==> src/rtl/c_escape_sequence_decoder_core_defines.svh <==
// Assertion macros used by the escape decoder core RTL.
`ifndef C_ESCAPE_SEQUENCE_DECODER_CORE_DEFINES_SVH
`define C_ESCAPE_SEQUENCE_DECODER_CORE_DEFINES_SVH

`ifndef ASSERT_OFF
`define CED_ASSERT(label, clk, rst_n, prop) \
    label: assert property (@(posedge clk) disable iff (!rst_n) (prop)) \
        else $error("escape decoder assertion failed");
`define CED_ASSERT_IMPL(label, clk, rst_n, ante, cons) \
    label: assert property (@(posedge clk) disable iff (!rst_n) (ante) |-> (cons)) \
        else $error("escape decoder assertion failed");
`else
`define CED_ASSERT(label, clk, rst_n, prop)
`define CED_ASSERT_IMPL(label, clk, rst_n, ante, cons)
`endif

`endif

==> src/rtl/ced_pkg.sv <==
// Types and constants of the escape sequence decoder.
`timescale 1ns / 1ps
package ced_pkg;

    typedef enum logic [1:0] {
        MODE_TEXT   = 2'd0,
        MODE_BSLASH = 2'd1,
        MODE_OCT    = 2'd2,
        MODE_HEX    = 2'd3
    } t_mode;

    typedef struct packed {
        logic [7:0] out_char;
        logic       string_done;
    } t_res;

    localparam int FIFO_AW    = 2;
    localparam int FIFO_DEPTH = 2 ** FIFO_AW;

    localparam logic [7:0] CH_BSLASH = 8'h5C;
    localparam logic [7:0] CH_SPACE  = 8'h20;
    localparam logic [7:0] CH_DQUOTE = 8'h22;
    localparam logic [7:0] CH_SQUOTE = 8'h27;
    localparam logic [7:0] CH_X_LOW  = 8'h78;
    localparam logic [7:0] CH_X_UP   = 8'h58;
    localparam logic [7:0] CH_ZERO   = 8'h30;
    localparam logic [7:0] CH_SEVEN  = 8'h37;
    localparam logic [7:0] CH_NINE   = 8'h39;
    localparam logic [7:0] CH_A_LOW  = 8'h61;
    localparam logic [7:0] CH_F_LOW  = 8'h66;
    localparam logic [7:0] CH_A_UP   = 8'h41;
    localparam logic [7:0] CH_F_UP   = 8'h46;
    localparam logic [7:0] CH_TAB    = 8'h09;
    localparam logic [7:0] CH_CR     = 8'h0D;
    localparam logic [7:0] CH_B_LOW  = 8'h62;
    localparam logic [7:0] CH_N_LOW  = 8'h6E;
    localparam logic [7:0] CH_R_LOW  = 8'h72;
    localparam logic [7:0] CH_T_LOW  = 8'h74;
    localparam logic [7:0] CH_V_LOW  = 8'h76;

endpackage

==> src/rtl/ced_ifs.sv <==
// Valid/ready channel interfaces for the escape decoder input and result items.
`timescale 1ns / 1ps
interface ced_in_if;
    logic       valid;
    logic       ready;
    logic [7:0] in_char;
    logic       end_of_string;

    modport source (output valid, output in_char, output end_of_string, input ready);
    modport sink (input valid, input in_char, input end_of_string, output ready);
endinterface

interface ced_out_if;
    logic       valid;
    logic       ready;
    logic [7:0] out_char;
    logic       string_done;

    modport source (output valid, output out_char, output string_done, input ready);
    modport sink (input valid, input out_char, input string_done, output ready);
endinterface

==> src/rtl/c_escape_sequence_decoder_core.sv <==
// An accepted item is held in the input register, then its results go into the result queue.
// One item per cycle while the queue has room for two results; each result leaves the queue on its own.
// A four-entry result queue lets input continue while results wait to be taken.
// Reset (synchronous, active low) empties the queue and returns to normal text.
// Top level of the backslash escape decoder.
`timescale 1ns / 1ps
`include "c_escape_sequence_decoder_core_defines.svh"
module c_escape_sequence_decoder_core (
    input  logic i_clk,
    input  logic i_rst_n,
    ced_in_if.sink    i_in,
    ced_out_if.source o_out
);
    import ced_pkg::*;

    typedef logic [FIFO_AW:0] t_cnt;
    localparam t_cnt DEPTH_C = t_cnt'(FIFO_DEPTH);

    logic       r_in_valid;
    logic [7:0] r_in_char;
    logic       r_in_eos;

    t_mode      r_mode, n_mode;
    logic [1:0] r_digits, n_digits;
    logic [7:0] r_value, n_value;
    logic       r_upper, n_upper;

    t_res              r_fifo [FIFO_DEPTH];
    logic [FIFO_AW-1:0] r_wr, r_rd;
    t_cnt              r_count;

    logic       accept, fire, pop;
    logic [1:0] res_n;
    t_res       res0, res1;

    logic [7:0] c;
    logic       eos;
    logic       is_bslash, is_oct, is_hex, is_blank, is_x;
    logic [3:0] hex_nib;
    logic [7:0] oct_val, hex_val;
    logic [1:0] oct_digits;
    logic       plain_emit, plain_to_bslash;
    t_res       plain_item;

    assign c   = r_in_char;
    assign eos = r_in_eos;

    assign fire   = r_in_valid && (r_count <= (DEPTH_C - t_cnt'(2)));
    assign accept = i_in.valid && i_in.ready;
    assign pop    = o_out.valid && o_out.ready;

    assign i_in.ready        = !r_in_valid || fire;
    assign o_out.valid       = (r_count != '0);
    assign o_out.out_char    = r_fifo[r_rd].out_char;
    assign o_out.string_done = r_fifo[r_rd].string_done;

    // Character classes of the byte being processed.
    always_comb begin
        is_bslash = (c == CH_BSLASH);
        is_oct    = (c >= CH_ZERO) && (c <= CH_SEVEN);
        is_x      = (c == CH_X_LOW) || (c == CH_X_UP);
        is_blank  = (c == CH_SPACE) || ((c >= CH_TAB) && (c <= CH_CR))
                 || (c == CH_A_LOW) || (c == CH_B_LOW) || (c == CH_F_LOW)
                 || (c == CH_N_LOW) || (c == CH_R_LOW) || (c == CH_T_LOW)
                 || (c == CH_V_LOW);
        if ((c >= CH_ZERO) && (c <= CH_NINE)) begin
            is_hex  = 1'b1;
            hex_nib = c[3:0];
        end else if (((c >= CH_A_LOW) && (c <= CH_F_LOW))
                  || ((c >= CH_A_UP) && (c <= CH_F_UP))) begin
            is_hex  = 1'b1;
            hex_nib = c[3:0] + 4'd9;
        end else begin
            is_hex  = 1'b0;
            hex_nib = 4'd0;
        end
        oct_val    = {r_value[4:0], c[2:0]};
        hex_val    = {r_value[3:0], hex_nib};
        oct_digits = r_digits + 2'd1;

        plain_emit      = !is_bslash || eos;
        plain_to_bslash = is_bslash && !eos;
        plain_item      = is_bslash ? t_res'{out_char: CH_SPACE, string_done: 1'b1}
                                    : t_res'{out_char: c, string_done: eos};
    end

    // One step of the decoder: next state and up to two results.
    always_comb begin
        n_mode   = r_mode;
        n_digits = r_digits;
        n_value  = r_value;
        n_upper  = r_upper;
        res_n    = 2'd0;
        res0     = '{out_char: c, string_done: eos};
        res1     = plain_item;
        unique case (r_mode)
            MODE_TEXT: begin
                res0   = plain_item;
                res_n  = {1'b0, plain_emit};
                n_mode = plain_to_bslash ? MODE_BSLASH : MODE_TEXT;
            end
            MODE_BSLASH: begin
                n_mode   = MODE_TEXT;
                n_digits = 2'd0;
                n_value  = 8'd0;
                n_upper  = 1'b0;
                priority if (is_blank) begin
                    res0  = '{out_char: CH_SPACE, string_done: eos};
                    res_n = 2'd1;
                end else if (is_oct) begin
                    if (eos) begin
                        res0  = '{out_char: {5'd0, c[2:0]}, string_done: 1'b1};
                        res_n = 2'd1;
                    end else begin
                        n_mode   = MODE_OCT;
                        n_digits = 2'd1;
                        n_value  = {5'd0, c[2:0]};
                    end
                end else if (is_x) begin
                    if (eos) begin
                        res_n = 2'd1;
                    end else begin
                        n_mode  = MODE_HEX;
                        n_upper = (c == CH_X_UP);
                    end
                end else if (is_bslash || (c == CH_DQUOTE) || (c == CH_SQUOTE)) begin
                    res0  = '{out_char: CH_BSLASH, string_done: 1'b0};
                    res1  = '{out_char: c, string_done: eos};
                    res_n = 2'd2;
                end else begin
                    res_n = 2'd1;
                end
            end
            MODE_OCT: begin
                if (is_oct) begin
                    if ((oct_digits == 2'd3) || eos) begin
                        res0     = '{out_char: oct_val, string_done: eos};
                        res_n    = 2'd1;
                        n_mode   = MODE_TEXT;
                        n_digits = 2'd0;
                        n_value  = 8'd0;
                        n_upper  = 1'b0;
                    end else begin
                        n_digits = oct_digits;
                        n_value  = oct_val;
                    end
                end else begin
                    res0     = '{out_char: r_value, string_done: 1'b0};
                    res_n    = plain_emit ? 2'd2 : 2'd1;
                    n_mode   = plain_to_bslash ? MODE_BSLASH : MODE_TEXT;
                    n_digits = 2'd0;
                    n_value  = 8'd0;
                    n_upper  = 1'b0;
                end
            end
            MODE_HEX: begin
                if (is_hex) begin
                    if ((r_digits == 2'd1) || eos) begin
                        res0     = '{out_char: hex_val, string_done: eos};
                        res_n    = 2'd1;
                        n_mode   = MODE_TEXT;
                        n_digits = 2'd0;
                        n_value  = 8'd0;
                        n_upper  = 1'b0;
                    end else begin
                        n_digits = 2'd1;
                        n_value  = hex_val;
                    end
                end else begin
                    if (r_digits == 2'd0) begin
                        res0 = '{out_char: (r_upper ? CH_X_UP : CH_X_LOW),
                                 string_done: 1'b0};
                    end else begin
                        res0 = '{out_char: r_value, string_done: 1'b0};
                    end
                    res_n    = plain_emit ? 2'd2 : 2'd1;
                    n_mode   = plain_to_bslash ? MODE_BSLASH : MODE_TEXT;
                    n_digits = 2'd0;
                    n_value  = 8'd0;
                    n_upper  = 1'b0;
                end
            end
            default: begin
                n_mode = MODE_TEXT;
            end
        endcase
    end

    always_ff @(posedge i_clk) begin
        if (!i_rst_n) begin
            r_in_valid <= 1'b0;
            r_mode     <= MODE_TEXT;
            r_digits   <= 2'd0;
            r_value    <= 8'd0;
            r_upper    <= 1'b0;
            r_wr       <= '0;
            r_rd       <= '0;
            r_count    <= '0;
        end else begin
            r_in_valid <= accept || (r_in_valid && !fire);
            if (fire) begin
                r_mode   <= n_mode;
                r_digits <= n_digits;
                r_value  <= n_value;
                r_upper  <= n_upper;
                r_wr     <= r_wr + FIFO_AW'(res_n);
            end
            if (pop) begin
                r_rd <= r_rd + FIFO_AW'(1);
            end
            r_count <= r_count + (fire ? t_cnt'(res_n) : t_cnt'(0))
                     - (pop ? t_cnt'(1) : t_cnt'(0));
        end
    end

    always_ff @(posedge i_clk) begin
        if (accept) begin
            r_in_char <= i_in.in_char;
            r_in_eos  <= i_in.end_of_string;
        end
        if (fire && (res_n != 2'd0)) begin
            r_fifo[r_wr] <= res0;
        end
        if (fire && (res_n == 2'd2)) begin
            r_fifo[r_wr + FIFO_AW'(1)] <= res1;
        end
    end

    `CED_ASSERT(a_count_bound, i_clk, i_rst_n, r_count <= DEPTH_C)
    `CED_ASSERT_IMPL(a_text_clean, i_clk, i_rst_n, r_mode == MODE_TEXT, (r_digits == 2'd0) && (r_value == 8'd0))
    `CED_ASSERT_IMPL(a_oct_digits, i_clk, i_rst_n, r_mode == MODE_OCT, (r_digits == 2'd1) || (r_digits == 2'd2))
    `CED_ASSERT_IMPL(a_hex_digits, i_clk, i_rst_n, r_mode == MODE_HEX, r_digits <= 2'd1)
    `CED_ASSERT_IMPL(a_count_track, i_clk, i_rst_n, $past(i_rst_n) && $past(!fire) && $past(!pop), r_count == $past(r_count))

endmodule
==> src/flat_wrapper.sv <==
// flat-port wrapper written by rule: the top's interface ports become plain ports
module c_escape_sequence_decoder_core_flat import ced_pkg::*;
  (i_clk, i_rst_n, i_in_valid, i_in_in_char, i_in_end_of_string, i_in_ready, o_out_valid, o_out_out_char, o_out_string_done, o_out_ready);
  ced_in_if i_in_i ();
  ced_out_if o_out_i ();
  input  logic i_clk;
  input  logic i_rst_n;
  input wire logic [$bits(i_in_i.valid)-1:0] i_in_valid;
  input wire logic [$bits(i_in_i.in_char)-1:0] i_in_in_char;
  input wire logic [$bits(i_in_i.end_of_string)-1:0] i_in_end_of_string;
  output wire logic [$bits(i_in_i.ready)-1:0] i_in_ready;
  output wire logic [$bits(o_out_i.valid)-1:0] o_out_valid;
  output wire logic [$bits(o_out_i.out_char)-1:0] o_out_out_char;
  output wire logic [$bits(o_out_i.string_done)-1:0] o_out_string_done;
  input wire logic [$bits(o_out_i.ready)-1:0] o_out_ready;
  assign i_in_i.valid = i_in_valid;
  assign i_in_i.in_char = i_in_in_char;
  assign i_in_i.end_of_string = i_in_end_of_string;
  assign i_in_ready = i_in_i.ready;
  assign o_out_valid = o_out_i.valid;
  assign o_out_out_char = o_out_i.out_char;
  assign o_out_string_done = o_out_i.string_done;
  assign o_out_i.ready = o_out_ready;
  c_escape_sequence_decoder_core u_core (.i_clk(i_clk), .i_rst_n(i_rst_n), .i_in(i_in_i), .o_out(o_out_i));
endmodule
==> config.mk <==
export PLATFORM = sky130hd
export DESIGN_NAME = c_escape_sequence_decoder_core_flat
export DESIGN_NICKNAME = d
export VERILOG_FILES = /design/src/rtl/ced_pkg.sv /design/src/rtl/ced_ifs.sv /design/src/rtl/c_escape_sequence_decoder_core.sv /design/src/flat_wrapper.sv
export VERILOG_INCLUDE_DIRS = /design/src /design/src/rtl
export SDC_FILE = /design/constraint.sdc
export NUM_CORES = 1
export LEC_CHECK = 0
export BUFFER_PORTS_ARGS = -buffer_cell sky130_fd_sc_hd__buf_2
export CORE_ASPECT_RATIO = 1.5
export CORE_UTILIZATION = 55
export CTS_CLUSTER_DIAMETER = 80
export DETAILED_ROUTE_END_ITERATION = 16
export PLACE_DENSITY = 0.87
export SYNTH_ARGS = -nofsm -noshare
export SYNTH_HDL_FRONTEND = slang
export SYNTH_SLANG_ARGS = --single-unit
==> constraint.sdc <==
create_clock -name i_clk -period 3.3 [get_ports i_clk]
set_clock_uncertainty 0.1 [all_clocks]
set_input_delay 0.495 -clock i_clk [delete_from_list [all_inputs] [get_ports i_clk]]
set_output_delay 0.495 -clock i_clk [all_outputs]
set_load 0.02 [all_outputs]
==> results_tabular.tex <==
\begin{tabular}{lr}
\hline
Metric & Value \\
\hline
\multicolumn{2}{l}{\textbf{Global routing}} \\
Maximum number of pins on one net before global-route repair & 24 \\
Initial antenna violation count & 0 \\
Global routing usage summed across all routing layers & 31.97\% \\
Vias in the first global route & 3969 \\
Global-route wire length before repair & roughly 21000 um \\
GRT Residual Overflow & 0 \\
Most heavily used metal layer in global routing & met2 \\
Global-route track usage on met1 & 32.90\% \\
Fraction of met2 tracks used by global routing & between 50\% and 60\% \\
Met3 track demand over resource in global routing & under 10\% \\
\multicolumn{2}{l}{\textbf{Power and ir drop}} \\
Max VDD drop & $\sim$0.26 mV \\
Total leakage power & 1.992 nW \\
Areal power density over the cells & 507.2 nW/um\^{}2 \\
PnR Total Power & between 2 and 3 mW \\
\multicolumn{2}{l}{\textbf{Timing}} \\
Final max-slew violation count & 0 \\
Max frequency & around 310 MHz \\
Post-layout minimum cycle time & around 3.2 ns \\
Total negative slack for setup checks & 0 ns \\
Final worst-path cycle share & 98.21\% \\
Count of final setup violators & 0 \\
Hold Fails Final Rpt & 0 \\
Relative slew margins & 57.65\% \\
Final-layout worst hold slack & roughly 0.22 ns \\
RSZ-0062 raised after global routing & false \\
Measured slew at the worst slew-check pin & 0.6304 ns \\
\multicolumn{2}{l}{\textbf{Logic synthesis}} \\
Yosys warnings & 0 \\
Fraction of registers with async set/reset & 0\% \\
Post-Synthesis Net Count & 501 \\
Share of synthesized area occupied by flip-flops and latches & 39.99\% \\
Post-synthesis instance area & 4531 sq um \\
Number of enable flip-flop cells after synthesis & 45 \\
Syn Inst Count & 476 \\
Mean post-synth cell area & 9.518 sq um \\
Cell variety after synth & 74 \\
Main synth FF type & sky130\_fd\_sc\_hd\_\_edfxtp\_1 \\
Flop and latch count out of synthesis & $\sim$70 \\
\multicolumn{2}{l}{\textbf{Route}} \\
Routed vias/inst & 6.526 \\
Number of iterations in the first detailed-routing pass & 5 \\
Detailed Route WL & 13200 um \\
Total number of vias & 4144 \\
Average detailed-routed wire length per instance & 20.79 um \\
Final antenna-violating net count & 0 \\
Post-route DRC & 0 \\
DRC marker count from the first detailed-route iteration & around 370 \\
\multicolumn{2}{l}{\textbf{Layout}} \\
Most frequent cells in the layout & sky130\_fd\_sc\_hd\_\_nand2\_1, sky130\_fd\_sc\_hd\_\_buf\_4, sky130\_fd\_sc\_hd\_\_edfxtp\_1 \\
Diode insertion count for antenna repair & 0 \\
Multi-input gate area in the final layout & 2531 sq um \\
Register cell area after layout & 1812 sq um \\
Net count of the finished layout & 550 \\
Synthesis-to-finish area growth & 18.39\% \\
Most frequent standard cell in the layout excluding fill and tap cells & sky130\_fd\_sc\_hd\_\_nand2\_1 \\
Non-filler instance count after layout & 635 \\
Fill cell count & 628 \\
Share of final-layout standard cells stronger than drive strength 1 & 23.77\% \\
\multicolumn{2}{l}{\textbf{Clock tree}} \\
Number of clock sinks & 68 \\
Clk buf depth & 2 \\
TritonCTS clock tree & yes \\
Cell at the root of the clock tree & sky130\_fd\_sc\_hd\_\_clkbuf\_16 \\
CTS buffer count & 9 \\
Hold buffers post-CTS & 0 \\
Maximum level of the CTS H-tree & 3 \\
Clock latency of the later-clocked register in the worst-skew pair & 0.35 ns \\
Clock input transition at the sequential cells of the worst setup and hold paths & 0.06 ns \\
\multicolumn{2}{l}{\textbf{Critical path}} \\
Critical setup path kind & reg2reg \\
Req. time, crit path & $\sim$3.4 ns \\
Depth of the critical timing path with buffers and inverters included & 11 \\
Nature of the critical path endpoint & flip-flop \\
Worst Path Buf+Inv & 2 \\
Critical path fanouts, max & 14 \\
CP Data Arrival Time & 3.38 ns \\
Largest incremental delay on the critical path & 0.49 ns \\
Startpoint type of the worst setup path & flip-flop \\
Cell class contributing the biggest share of worst-path delay & compound AO/OA/AOI/OAI gates \\
Logic depth of the worst register-to-register path & 11 \\
Sequence of cells on the critical path & buf\_4 > nor4b\_1 > o311ai\_1 > a21oi\_1 > o211ai\_1 > a21o\_1 > or2\_4 > inv\_1 > ha\_1 > fa\_2 > and2\_1 \\
CP max stage cell & sky130\_fd\_sc\_hd\_\_nor4b\_1 \\
\multicolumn{2}{l}{\textbf{Place}} \\
Port Buffers & 23 \\
Weighted congestion reported at the end of routability-driven placement & 0.9903 \\
Placed instance count & around 610 \\
Post-DP HPWL & 9445 um \\
\multicolumn{2}{l}{\textbf{Job}} \\
\# Max-Cap Violations & 0 \\
\multicolumn{2}{l}{\textbf{Status}} \\
Outcome & complete, no violations \\
\multicolumn{2}{l}{\textbf{Min path}} \\
Count of cells along the worst hold path & 1 \\
Worst hold-check path type & in2reg \\
\multicolumn{2}{l}{\textbf{Floorplanning}} \\
Horizontal die dimension & 76.11 um \\
Area of the die & 8612 sq um \\
Initial Util & 56.58\% \\
Standard-cell rows & 40 \\
Number of ports placed on the die boundary & 24 \\
Die H & about 110 um \\
Core box area & roughly 8000 sq um \\
\hline
\end{tabular}
[path summary, 6_finish.rpt]
kind | start | endpoint | slack, ns
hold / removal | i_in_in_char[2] | u_core.c[2] | 0.22
hold reg to reg | u_core.r_digits[1] | u_core.r_digits[1] | 0.40
setup reg to reg | u_core.c[4] | u_core.r_count[1] | 0.06
setup / recovery | u_core.c[4] | u_core.r_count[1] | 0.06
[area by class of cell]
cell class	count	share of cell area, %
Sequential cell	68	33.78
Clock inverter	6	1.260
Clock buffer	10	4.665
Multi-Input combinational cell	357	47.19
Tap cell	105	2.449
Timing Repair Buffer	72	9.470
Inverter	17	1.190
[timing repair]
action	in CTS	in global routing
setup endpoints to repair	0	49
setup buffers	0	7
gates resized for setup	0	11
[cell families after synthesis]
group | synth area share (%)
AND/OR/NAND/NOR | 18.50
multiplexers | 9.251
buffers and inverters | 5.081
flip-flops | 39.99
XOR/XNOR | 1.353
AO/OA/AOI/OAI | 22.34
adder cells (fa/ha/maj) | 3.480
[stage by stage]
step,area [sq um],utilization (%),setup slack (ns)
4_1_cts,5281,65.95,0.01973
2_1_floorplan,4544,-,-0.003621
3_5_place_dp,4964,61.98,0.03076
3_3_place_gp,4964,61.98,0.1117
6_report,5364,66.98,0.05910
5_1_grt,5364,66.98,0.001045
[synthesized netlist by cell type (6+ instances only)]
library cell / n / area [sq um]
sky130_fd_sc_hd__a22oi_1: 8 / 60.06
sky130_fd_sc_hd__edfxtp_1: 45 / 1351
sky130_fd_sc_hd__and2_1: 18 / 112.6
sky130_fd_sc_hd__nand3_1: 8 / 40.04
sky130_fd_sc_hd__inv_1: 17 / 63.81
sky130_fd_sc_hd__mux4_2: 9 / 202.7
sky130_fd_sc_hd__buf_2: 7 / 35.03
sky130_fd_sc_hd__mux2i_1: 16 / 160.2
sky130_fd_sc_hd__ha_1: 11 / 137.6
sky130_fd_sc_hd__or3_1: 6 / 37.54
sky130_fd_sc_hd__clkbuf_1: 21 / 78.83
sky130_fd_sc_hd__a21o_1: 6 / 45.04
sky130_fd_sc_hd__nand2b_1: 7 / 43.79
sky130_fd_sc_hd__a21oi_1: 40 / 200.2
sky130_fd_sc_hd__nand2_1: 53 / 198.9
sky130_fd_sc_hd__nor3_1: 16 / 80.08
sky130_fd_sc_hd__a21boi_0: 6 / 45.04
sky130_fd_sc_hd__o21ai_0: 29 / 145.1
sky130_fd_sc_hd__dfxtp_1: 23 / 460.4
sky130_fd_sc_hd__nor2_1: 28 / 105.1
sky130_fd_sc_hd__o211ai_1: 9 / 67.56
[report_power, final]
group / internal, mW / switching (mW)
registers: 0.983 / 0.0765
clock network: 0.634 / 0.391
logic: 0.291 / 0.344
total: 1.91 / 0.812
[per-layer routing]
metal | vias up | wire length, um
met5 | - | 0
met1 | 1952 | 4539
met2 | 228 | 6939
met4 | 0 | 835
met3 | 79 | 891
li1 | 1885 | -
[sequential cells by signal, indices dropped and copies added, names as in the netlist, named ones only]
signal	flops
u_core.eos	1
u_core.r_digits	2
u_core.r_upper	1
u_core.r_rd	2
u_core.c	8
u_core.r_value	8
u_core.r_wr	2
u_core.r_mode	2
u_core.r_in_valid	1
u_core.r_count	3
u_core.r_fifo	36
No activity file was read; power rests on OpenSTA's default activity.
